<file path="config.mk">
export PLATFORM = sky130hd
export DESIGN_NAME = tcp_control_segment_builder
export DESIGN_NICKNAME = d
export VERILOG_FILES = /design/src/rtl/tcsb_pkg.sv /design/src/rtl/tcsb_front.sv /design/src/rtl/tcsb_queue.sv /design/src/rtl/tcsb_back.sv /design/src/rtl/tcp_control_segment_builder.sv
export SDC_FILE = /design/constraint.sdc
export NUM_CORES = 1
export LEC_CHECK = 0
export ABC_AREA = 1
export BUFFER_PORTS_ARGS = -buffer_cell sky130_fd_sc_hd__buf_4
export CORE_AREA = 4 4 233 327
export DETAILED_ROUTE_END_ITERATION = 8
export DIE_AREA = 0 0 237 331
export PLACE_DENSITY = 0.86
export SYNTH_ARGS = -nofsm -noshare
export SYNTH_HDL_FRONTEND = slang
export SYNTH_SLANG_ARGS = --single-unit
</file>
<file path="constraint.sdc">
create_clock -name clk -period 23 [get_ports clk]
set_clock_uncertainty 0.15 [all_clocks]
set_input_delay 2.3 -clock clk [delete_from_list [all_inputs] [get_ports clk]]
set_output_delay 2.3 -clock clk [all_outputs]
set_load 0.03 [all_outputs]
</file>
<file path="src/rtl/tcsb_pkg.sv">
// Shared types and constants for the TCP control segment builder.
// Used by the front pipeline, the header queue, the word serializer and the top level.
`default_nettype none

package tcsb_pkg;

    localparam int IN_TDATA_W  = 176;
    localparam int OUT_TDATA_W = 32;

    localparam int HDR_WORDS = 10;
    localparam int IDX_W     = $clog2(HDR_WORDS);

    localparam int QUEUE_DEPTH = 2;
    localparam int QPTR_W      = (QUEUE_DEPTH > 1) ? $clog2(QUEUE_DEPTH) : 1;
    localparam int QCNT_W      = $clog2(QUEUE_DEPTH + 1);

    localparam int SUM_W = 20;

    typedef enum logic [1:0] {
        KIND_ACK   = 2'd0,
        KIND_FIN   = 2'd1,
        KIND_RST   = 2'd2,
        KIND_PLAIN = 2'd3
    } kind_t;

    localparam logic [7:0]  FLAG_FIN   = 8'h01;
    localparam logic [7:0]  FLAG_RST   = 8'h04;
    localparam logic [7:0]  FLAG_ACK   = 8'h10;
    localparam logic [7:0]  FLAG_NONE  = 8'h00;
    localparam logic [15:0] FIN_WINDOW = 16'd6567;

    localparam logic [7:0]  VER_IHL    = 8'h45;
    localparam logic [15:0] TOTAL_LEN  = 16'd40;
    localparam logic [7:0]  TTL_VALUE  = 8'hff;
    localparam logic [7:0]  PROTO_TCP  = 8'h06;
    localparam logic [15:0] TCP_LEN    = 16'd20;
    localparam logic [7:0]  DATA_OFS   = 8'h50;

    // constant halves folded into the checksum sums
    localparam logic [SUM_W-1:0] IP_CONST_SUM =
        SUM_W'({VER_IHL, 8'h00}) + SUM_W'(TOTAL_LEN) + SUM_W'({TTL_VALUE, PROTO_TCP});
    localparam logic [SUM_W-1:0] TCP_CONST_SUM =
        SUM_W'(PROTO_TCP) + SUM_W'(TCP_LEN) + SUM_W'({DATA_OFS, 8'h00});

    typedef struct packed {
        logic [31:0] source_addr;
        logic [31:0] dest_addr;
        logic [15:0] source_tcp_port;
        logic [15:0] dest_tcp_port;
        logic [31:0] seq_number;
        logic [31:0] ack_number;
        logic [15:0] ip_ident;
    } req_t;

    typedef struct packed {
        logic [31:0] source_addr;
        logic [31:0] dest_addr;
        logic [15:0] source_tcp_port;
        logic [15:0] dest_tcp_port;
        logic [31:0] seq_number;
        logic [31:0] ack_number;
        logic [15:0] ip_ident;
        logic [7:0]  flags;
        logic [15:0] window;
        logic [15:0] ip_csum;
        logic [15:0] tcp_csum;
    } hdr_t;

    typedef struct packed {
        logic              full;
        logic [QCNT_W-1:0] count;
    } q_stat_t;

endpackage

`default_nettype wire

</file>
<file path="src/rtl/tcsb_front.sv">
// Front pipeline: takes requests, decodes the segment kind and builds both checksums.
// Two register stages; depends on tcsb_pkg.
`default_nettype none

module tcsb_front (
    input  wire logic          clk,
    input  wire logic          rst_n,
    input  wire logic          s_valid,
    output logic               s_ready,
    input  wire logic [1:0]    s_kind,
    input  wire tcsb_pkg::req_t s_req,
    output logic               push_valid,
    input  wire logic          push_ready,
    output tcsb_pkg::hdr_t     push_data
);

    logic                        s1_valid_reg, s1_valid_next;
    tcsb_pkg::hdr_t              s1_hdr_reg, s1_hdr_next;
    logic [17:0]                 s1_addr_sum_reg, s1_addr_sum_next;
    logic [18:0]                 s1_tcp_part_reg, s1_tcp_part_next;

    logic                        s2_valid_reg, s2_valid_next;
    tcsb_pkg::hdr_t              s2_hdr_reg, s2_hdr_next;
    logic [tcsb_pkg::SUM_W-1:0]  s2_ip_sum_reg, s2_ip_sum_next;
    logic [tcsb_pkg::SUM_W-1:0]  s2_tcp_sum_reg, s2_tcp_sum_next;

    logic s1_adv;
    logic s2_adv;

    function automatic logic [15:0] fold_csum(input logic [tcsb_pkg::SUM_W-1:0] s);
        logic [16:0] f1;
        logic [16:0] f2;
        f1 = 17'(s[tcsb_pkg::SUM_W-1:16]) + 17'(s[15:0]);
        f2 = 17'(f1[16]) + 17'(f1[15:0]);
        return ~f2[15:0];
    endfunction

    assign s2_adv  = !s2_valid_reg || push_ready;
    assign s1_adv  = !s1_valid_reg || s2_adv;
    assign s_ready = s1_adv;

    // stage 1: kind decode and partial sums
    always_comb
    begin
        s1_hdr_next.source_addr     = s_req.source_addr;
        s1_hdr_next.dest_addr       = s_req.dest_addr;
        s1_hdr_next.source_tcp_port = s_req.source_tcp_port;
        s1_hdr_next.dest_tcp_port   = s_req.dest_tcp_port;
        s1_hdr_next.seq_number      = s_req.seq_number;
        s1_hdr_next.ack_number      = s_req.ack_number;
        s1_hdr_next.ip_ident        = s_req.ip_ident;
        s1_hdr_next.flags           = tcsb_pkg::FLAG_NONE;
        s1_hdr_next.window          = 16'd0;
        s1_hdr_next.ip_csum         = 16'd0;
        s1_hdr_next.tcp_csum        = 16'd0;
        case (tcsb_pkg::kind_t'(s_kind))
            tcsb_pkg::KIND_ACK:
            begin
                s1_hdr_next.flags = tcsb_pkg::FLAG_ACK;
            end
            tcsb_pkg::KIND_FIN:
            begin
                s1_hdr_next.flags  = tcsb_pkg::FLAG_FIN | tcsb_pkg::FLAG_ACK;
                s1_hdr_next.window = tcsb_pkg::FIN_WINDOW;
            end
            tcsb_pkg::KIND_RST:
            begin
                s1_hdr_next.flags      = tcsb_pkg::FLAG_RST;
                s1_hdr_next.ack_number = 32'd0;
            end
            default:
            begin
                s1_hdr_next.flags = tcsb_pkg::FLAG_NONE;
            end
        endcase

        s1_addr_sum_next = 18'(s_req.source_addr[31:16]) + 18'(s_req.source_addr[15:0])
                         + 18'(s_req.dest_addr[31:16]) + 18'(s_req.dest_addr[15:0]);
        s1_tcp_part_next = 19'(s_req.source_tcp_port) + 19'(s_req.dest_tcp_port)
                         + 19'(s_req.seq_number[31:16]) + 19'(s_req.seq_number[15:0])
                         + 19'(s1_hdr_next.ack_number[31:16])
                         + 19'(s1_hdr_next.ack_number[15:0])
                         + 19'(s1_hdr_next.flags) + 19'(s1_hdr_next.window);
        s1_valid_next = s1_adv ? s_valid : s1_valid_reg;
    end

    // stage 2: full sums
    always_comb
    begin
        s2_hdr_next     = s1_hdr_reg;
        s2_ip_sum_next  = tcsb_pkg::SUM_W'(s1_addr_sum_reg) + tcsb_pkg::SUM_W'(s1_hdr_reg.ip_ident)
                        + tcsb_pkg::IP_CONST_SUM;
        s2_tcp_sum_next = tcsb_pkg::SUM_W'(s1_addr_sum_reg) + tcsb_pkg::SUM_W'(s1_tcp_part_reg)
                        + tcsb_pkg::TCP_CONST_SUM;
        s2_valid_next   = s2_adv ? s1_valid_reg : s2_valid_reg;
    end

    always_comb
    begin
        push_data          = s2_hdr_reg;
        push_data.ip_csum  = fold_csum(s2_ip_sum_reg);
        push_data.tcp_csum = fold_csum(s2_tcp_sum_reg);
    end
    assign push_valid = s2_valid_reg;

    always_ff @(posedge clk or negedge rst_n)
    begin
        if (!rst_n)
        begin
            s1_valid_reg <= 1'b0;
            s2_valid_reg <= 1'b0;
        end
        else
        begin
            s1_valid_reg <= s1_valid_next;
            s2_valid_reg <= s2_valid_next;
        end
    end

    always_ff @(posedge clk)
    begin
        if (s1_adv)
        begin
            s1_hdr_reg      <= s1_hdr_next;
            s1_addr_sum_reg <= s1_addr_sum_next;
            s1_tcp_part_reg <= s1_tcp_part_next;
        end
        if (s2_adv)
        begin
            s2_hdr_reg     <= s2_hdr_next;
            s2_ip_sum_reg  <= s2_ip_sum_next;
            s2_tcp_sum_reg <= s2_tcp_sum_next;
        end
    end

endmodule

`default_nettype wire

</file>
<file path="src/rtl/tcsb_queue.sv">
// Short header queue between the front pipeline and the word serializer.
// Register-based ring of finished headers; depends on tcsb_pkg.
`default_nettype none

module tcsb_queue (
    input  wire logic           clk,
    input  wire logic           rst_n,
    input  wire logic           push_valid,
    output logic                push_ready,
    input  wire tcsb_pkg::hdr_t push_data,
    output logic                pop_valid,
    input  wire logic           pop_ready,
    output tcsb_pkg::hdr_t      pop_data,
    output tcsb_pkg::q_stat_t   stat
);

    tcsb_pkg::hdr_t                  entry_reg [tcsb_pkg::QUEUE_DEPTH];
    logic [tcsb_pkg::QPTR_W-1:0]     wr_ptr_reg, wr_ptr_next;
    logic [tcsb_pkg::QPTR_W-1:0]     rd_ptr_reg, rd_ptr_next;
    logic [tcsb_pkg::QCNT_W-1:0]     count_reg, count_next;
    logic                            push;
    logic                            pop;

    function automatic logic [tcsb_pkg::QPTR_W-1:0] ptr_inc(
        input logic [tcsb_pkg::QPTR_W-1:0] p);
        if (p == tcsb_pkg::QPTR_W'(tcsb_pkg::QUEUE_DEPTH - 1))
            return '0;
        else
            return p + tcsb_pkg::QPTR_W'(1);
    endfunction

    assign stat.full  = (count_reg == tcsb_pkg::QCNT_W'(tcsb_pkg::QUEUE_DEPTH));
    assign stat.count = count_reg;
    assign push_ready = !stat.full;
    assign pop_valid  = (count_reg != '0);
    assign pop_data   = entry_reg[rd_ptr_reg];
    assign push       = push_valid && push_ready;
    assign pop        = pop_valid && pop_ready;

    always_comb
    begin
        wr_ptr_next = push ? ptr_inc(wr_ptr_reg) : wr_ptr_reg;
        rd_ptr_next = pop ? ptr_inc(rd_ptr_reg) : rd_ptr_reg;
        count_next  = count_reg;
        if (push && !pop)
            count_next = count_reg + tcsb_pkg::QCNT_W'(1);
        else if (pop && !push)
            count_next = count_reg - tcsb_pkg::QCNT_W'(1);
    end

    always_ff @(posedge clk or negedge rst_n)
    begin
        if (!rst_n)
        begin
            wr_ptr_reg <= '0;
            rd_ptr_reg <= '0;
            count_reg  <= '0;
        end
        else
        begin
            wr_ptr_reg <= wr_ptr_next;
            rd_ptr_reg <= rd_ptr_next;
            count_reg  <= count_next;
        end
    end

    always_ff @(posedge clk)
    begin
        if (push)
            entry_reg[wr_ptr_reg] <= push_data;
    end

endmodule

`default_nettype wire

</file>
<file path="src/rtl/tcsb_back.sv">
// Word serializer: turns one finished header into ten big-endian words.
// Holds the current header and a registered output word; depends on tcsb_pkg.
`default_nettype none

module tcsb_back (
    input  wire logic           clk,
    input  wire logic           rst_n,
    input  wire logic           pop_valid,
    output logic                pop_ready,
    input  wire tcsb_pkg::hdr_t pop_data,
    output logic                m_valid,
    input  wire logic           m_ready,
    output logic [31:0]         m_data,
    output logic                m_last
);

    tcsb_pkg::hdr_t             cur_reg, cur_next;
    logic                       cur_valid_reg, cur_valid_next;
    logic [tcsb_pkg::IDX_W-1:0] idx_reg, idx_next;
    logic                       out_valid_reg, out_valid_next;
    logic [31:0]                out_data_reg, out_data_next;
    logic                       out_last_reg, out_last_next;

    logic        load;
    logic        emit;
    logic        at_last;
    logic [31:0] word;

    assign load      = !out_valid_reg || m_ready;
    assign emit      = load && cur_valid_reg;
    assign at_last   = (idx_reg == tcsb_pkg::IDX_W'(tcsb_pkg::HDR_WORDS - 1));
    assign pop_ready = !cur_valid_reg || (emit && at_last);

    always_comb
    begin
        case (idx_reg)
            4'd0: word = {tcsb_pkg::VER_IHL, 8'h00, tcsb_pkg::TOTAL_LEN};
            4'd1: word = {cur_reg.ip_ident, 16'h0000};
            4'd2: word = {tcsb_pkg::TTL_VALUE, tcsb_pkg::PROTO_TCP, cur_reg.ip_csum};
            4'd3: word = cur_reg.source_addr;
            4'd4: word = cur_reg.dest_addr;
            4'd5: word = {cur_reg.source_tcp_port, cur_reg.dest_tcp_port};
            4'd6: word = cur_reg.seq_number;
            4'd7: word = cur_reg.ack_number;
            4'd8: word = {tcsb_pkg::DATA_OFS, cur_reg.flags, cur_reg.window};
            4'd9: word = {cur_reg.tcp_csum, 16'h0000};
            default: word = 32'd0;
        endcase
    end

    always_comb
    begin
        cur_next       = cur_reg;
        cur_valid_next = cur_valid_reg;
        idx_next       = idx_reg;
        if (pop_ready && pop_valid)
        begin
            cur_next       = pop_data;
            cur_valid_next = 1'b1;
            idx_next       = '0;
        end
        else if (emit && at_last)
        begin
            cur_valid_next = 1'b0;
        end
        else if (emit)
        begin
            idx_next = idx_reg + tcsb_pkg::IDX_W'(1);
        end

        out_valid_next = load ? cur_valid_reg : out_valid_reg;
        out_data_next  = emit ? word : out_data_reg;
        out_last_next  = emit ? at_last : out_last_reg;
    end

    always_ff @(posedge clk or negedge rst_n)
    begin
        if (!rst_n)
        begin
            cur_valid_reg <= 1'b0;
            idx_reg       <= '0;
            out_valid_reg <= 1'b0;
        end
        else
        begin
            cur_valid_reg <= cur_valid_next;
            idx_reg       <= idx_next;
            out_valid_reg <= out_valid_next;
        end
    end

    always_ff @(posedge clk)
    begin
        cur_reg      <= cur_next;
        out_data_reg <= out_data_next;
        out_last_reg <= out_last_next;
    end

    assign m_valid = out_valid_reg;
    assign m_data  = out_data_reg;
    assign m_last  = out_last_reg;

endmodule

`default_nettype wire

</file>
<file path="src/rtl/tcp_control_segment_builder.sv">
// Top level of the TCP control segment builder: front pipeline, header queue, serializer.
// Depends on tcsb_pkg, tcsb_front, tcsb_queue and tcsb_back.
//
// Usage:
//   s_axis carries one request per word: tuser is the segment kind (ACK, FIN+ACK,
//   RST, plain), tdata holds addresses, ports, sequence/ack numbers and IP ident.
//   m_axis returns the 40-byte IPv4+TCP header as ten 32-bit big-endian words in
//   wire order; tlast marks the tenth word.
//   The first word of a request passes through the two checksum stages, the queue, the
//   serializer's header register and its output word register before it is valid.
//   Throughput: one word per clock on m_axis while m_axis_tready is high; the
//   single word-wide output channel sets that rate, and back-to-back requests
//   come out with no gap between them.
//   Up to five requests are buffered (two front stages, two queue entries, the one
//   being serialized); s_axis_tready drops only when all of them are full.
//   Reset clears all valid state: m_axis_tvalid is low and s_axis_tready is high
//   once rst_n is released. A stalled m_axis holds its word and fills the buffers.
`default_nettype none

module tcp_control_segment_builder (
    input  wire logic                             clk,
    input  wire logic                             rst_n,
    input  wire logic                             s_axis_tvalid,
    output logic                                  s_axis_tready,
    // source_addr, dest_addr, source_tcp_port, dest_tcp_port, seq_number,
    // ack_number, ip_ident
    input  wire logic [tcsb_pkg::IN_TDATA_W-1:0]  s_axis_tdata,
    // func
    input  wire logic [1:0]                       s_axis_tuser,
    output logic                                  m_axis_tvalid,
    input  wire logic                             m_axis_tready,
    // header_word
    output logic [tcsb_pkg::OUT_TDATA_W-1:0]      m_axis_tdata,
    // last_word
    output logic                                  m_axis_tlast
);

    tcsb_pkg::req_t    req;
    tcsb_pkg::hdr_t    push_data;
    tcsb_pkg::hdr_t    pop_data;
    tcsb_pkg::q_stat_t q_stat;
    logic              push_valid;
    logic              push_ready;
    logic              pop_valid;
    logic              pop_ready;

    assign req.source_addr     = s_axis_tdata[31:0];
    assign req.dest_addr       = s_axis_tdata[63:32];
    assign req.source_tcp_port = s_axis_tdata[79:64];
    assign req.dest_tcp_port   = s_axis_tdata[95:80];
    assign req.seq_number      = s_axis_tdata[127:96];
    assign req.ack_number      = s_axis_tdata[159:128];
    assign req.ip_ident        = s_axis_tdata[175:160];

    tcsb_front u_front (
        .clk        (clk),
        .rst_n      (rst_n),
        .s_valid    (s_axis_tvalid),
        .s_ready    (s_axis_tready),
        .s_kind     (s_axis_tuser),
        .s_req      (req),
        .push_valid (push_valid),
        .push_ready (push_ready),
        .push_data  (push_data)
    );

    tcsb_queue u_queue (
        .clk        (clk),
        .rst_n      (rst_n),
        .push_valid (push_valid),
        .push_ready (push_ready),
        .push_data  (push_data),
        .pop_valid  (pop_valid),
        .pop_ready  (pop_ready),
        .pop_data   (pop_data),
        .stat       (q_stat)
    );

    tcsb_back u_back (
        .clk       (clk),
        .rst_n     (rst_n),
        .pop_valid (pop_valid),
        .pop_ready (pop_ready),
        .pop_data  (pop_data),
        .m_valid   (m_axis_tvalid),
        .m_ready   (m_axis_tready),
        .m_data    (m_axis_tdata),
        .m_last    (m_axis_tlast)
    );

    a_queue_bound: assert property (@(posedge clk) disable iff (!rst_n)
        q_stat.count <= tcsb_pkg::QCNT_W'(tcsb_pkg::QUEUE_DEPTH))
        else $error("header queue count out of range");

    a_queue_full_push: assert property (@(posedge clk) disable iff (!rst_n)
        (q_stat.full && !pop_ready) |=> q_stat.full)
        else $error("header queue lost an entry while full");

    a_last_low_zero: assert property (@(posedge clk) disable iff (!rst_n)
        (m_axis_tvalid && m_axis_tlast) |-> (m_axis_tdata[15:0] == 16'h0000))
        else $error("last header word has nonzero low half");

    a_next_starts_ip: assert property (@(posedge clk) disable iff (!rst_n)
        (m_axis_tvalid && m_axis_tready && m_axis_tlast)
        |=> (!m_axis_tvalid || (m_axis_tdata == {tcsb_pkg::VER_IHL, 8'h00,
                                                  tcsb_pkg::TOTAL_LEN})))
        else $error("word after last is not the start of a header");

endmodule

`default_nettype wire

</file>
==> impl_metrics.tcl <==
set metrics [dict create \
    ir_worst_vdd_mv 0.0938 \
    die_area_um2 78400 \
    p_sw_mw 3.19 \
    largest_reg_flops 422 \
    fillers 4392 \
    postRouteAntennaNets 0 \
    hold_end "u_front.push_data[198]" \
    postCtsHoldBufs 0 \
    num_vias 29291 \
    worstPathMaxFanout 5 \
    place_hpwl_mm 86.3 \
    p_per_area_nw_per_um2 156 \
    synth_most_common_cell "nand2_1" \
    leakage_nw 22.1 \
    root_buffer "clkbuf_16" \
    setup_viol 0 \
    drt-vias-per-instance 5.88 \
    crit_arrival_ps 7320 \
    antenna_found_initial 3 \
    p_seq_frac 0.453 \
    clock_sinks 1113 \
    timing.rr.start "u_queue.count_reg[0]" \
    min-delay-start "u_front.s1_hdr_reg[198]" \
    hold_ws_ps 265 \
    drive_above_1_share 0.119 \
    cell_internal_pwr_mw 5.12 \
    synth-seq-area-share 0.705 \
    fin_cells 4979 \
    crit_slowest_cell "fa_1" \
    hold_viol_final 0 \
    fin_crit_sh 0.307 \
    crit_required_ps 23260 \
    worst_slew_pin_slew_ps 1380 \
    dp.cells 4803 \
    start_kind "input pin" \
    fmax_ghz 0.142 \
    synth_edf_count 1101 \
    row_count 118 \
    fin_tns_setup_ps 0 \
    gp_congestion 0.965 \
    synth_common_cells "1,125 x nand2_1, 1,101 x edfxtp_1, 381 x inv_1" \
    grt_pass1_wl_mm 182 \
    numPortBuffers 216 \
    rsz0062_at_grt "no" \
    cts_resized 0 \
    combPwrFrac 0.353 \
    area_growth_pct 12.6 \
    path_cells "buf_4 -> ha_1 -> a21oi_1 -> o21ai_0 -> a21oi_1 -> o21ai_0 -> nand3_1 -> nand2_1 -> nand2_1 -> nand2_1 -> xor2_1 -> fa_1 -> inv_1 -> fa_1 -> fa_1 -> inv_1 -> ha_1 -> a21oi_1 -> inv_1 -> a31oi_1 -> nor2_1 -> a211oi_1 -> o21ai_1 -> xor2_1" \
    hold_depth 0 \
    maxCapViolations 0 \
    first_global_vias 29537 \
    slowest_delay_ps 560 \
    cts_setup_buffers 0 \
    syn-num-nets 4076 \
    core_area_um2 73400 \
    grt_max_degree 119 \
    cts_max_level 3 \
    yosysTopAreaCellShare 0.699 \
    cts_buffers 98 \
    avgSynthCellArea_um2 12.9 \
    synthCells 3666 \
    clock_latency_ps 670 \
    initial_utilization 0.645 \
    avgRoutedWirePerCell_um 25.1 \
    period_needed_ps 7060 \
    seq_area_um2 33400 \
    synth_area_leader_cell "edfxtp_1" \
    io_pins 217 \
    first_iter_violations 3751 \
    relSlewSlack 0.0811 \
    slew_viol_final 0 \
    ys_top_cells_by_area "edfxtp_1 70%, nand2_1 8.9%, ha_1 3.9%" \
    clk_pin_slew_ps 70 \
    multiInputGateArea_um2 12200 \
    reg2reg_slack_ps 19210 \
    synth_area_um2 47300 \
    die_h_um 331 \
    pwr-share-clk 0.194 \
    grt_remaining_overflow 0 \
    crit_type "input pin to register" \
    cts_buffer_depth 3 \
    synth_top_flop_cell "edfxtp_1" \
    drtPass1Iterations 8 \
    track_usage 0.317 \
    yosys_warnings 0 \
    switching_share 0.384 \
    cts_tree "done" \
    totalWireLength_mm 125 \
    synth.ff_latch_count 1113 \
    end_kind "register" \
    reg2reg_to "u_queue.entry_reg[0][47]" \
    nets 4353 \
    die_w_um 237 \
    drc 0 \
    fin_util 0.726 \
    rr_worst_depth 6 \
    hp-class "register to register" \
    synthArstFlopShare 0.0108 \
    synth.distinct_cells 53 \
    status "finished, final reports clean" \
]
power groups by stage:
stage	Clock (mW)	Sequential (mW)	Combinational [mW]
floorplan	0	3.80	1.89
global placement	0	3.73	2.80
detailed placement	0	3.78	2.87
CTS	1.62	3.76	2.92
global route	1.71	3.81	3.23
finish	1.61	3.77	2.93
layer usage:
metal	share of wire	vias to the layer above	track usage
met5	0.00018	-	0
met4	0.085	4	0.221
met3	0.092	341	0.0432
met2	0.49	1826	0.532
met1	0.33	14038	0.384
li1	-	13082	-
final cells by class:
class / count / area share
Clock buffer: 111 / 0.0474
Sequential cell: 1113 / 0.626
Antenna cell: 1 / 0.0000470
Inverter: 397 / 0.0282
Tap cell: 960 / 0.0226
Timing Repair Buffer: 247 / 0.0348
Clock inverter: 64 / 0.0110
Multi-Input combinational cell: 2086 / 0.230
layout by cell type, fill, tap and decap left out, drive strengths merged, types with 3 or more instances in the layout:
cell and n:
edfxtp 1101, nand2 1157, nand4 40, nor2 132, clkinvlp 9, o31ai 3
fa 79, a31oi 4, a22o 18, a21oi 104, xor2 85, dfrtp 12
nor4 5, a211oi 3, a21boi 4, buf 247, a221oi 33, and2 5
clkbuf 111, ha 149, xnor2 35, nand3 108, nand3b 6, nor3 30
bufinv 7, o21bai 7, clkinv 47, inv 398, o21ai 61, a21o 6
how the worst max path moves through the flow:
stage	start	end	slack, ps	cells past startpoint
2_1_floorplan	u_queue.count_reg[0]	u_queue.entry_reg[1][0]	12560	4
3_3_place_gp	s_axis_tdata[64]	u_front.s1_tcp_part_reg[17]	15480	25
3_5_place_dp	s_axis_tdata[82]	u_front.s1_tcp_part_reg[18]	15450	23
4_1_cts	s_axis_tdata[80]	u_front.s1_tcp_part_reg[17]	16040	25
5_1_grt	s_axis_tdata[69]	u_front.s1_tcp_part_reg[17]	15610	24
6_report	s_axis_tdata[67]	u_front.s1_tcp_part_reg[17]	15940	24
critical path, delay by kind of cell:
kind                       cells  cell delay, ps
adders and majority gates      5            2250
AOI/OAI and AO/OA              8            1460
xor gates and xnor gates       2             560
and+or+nand+nor                5             400
buffers and inverters          4             320
cell families after synthesis:
logic type	after synthesis	share of synthesized area
AOI/OAI and AO/OA	252	0.0329
and+or+nand+nor	1485	0.129
other	1	0.0000793
buffers and inverters	467	0.0374
adders and majority gates	228	0.0728
DFF	1113	0.705
xor gates and xnor gates	120	0.0227
per-stage QoR:
step	area [µm²]	worst slack (ps)	power [mW]
global placement	50200	15480	6.53
finish	53300	15940	8.31
global route	53300	15610	8.74
detailed placement	50200	15450	6.65
CTS	53300	16040	8.30
floorplan	47300	12560	5.69
Power figures use the tool's default switching activity.
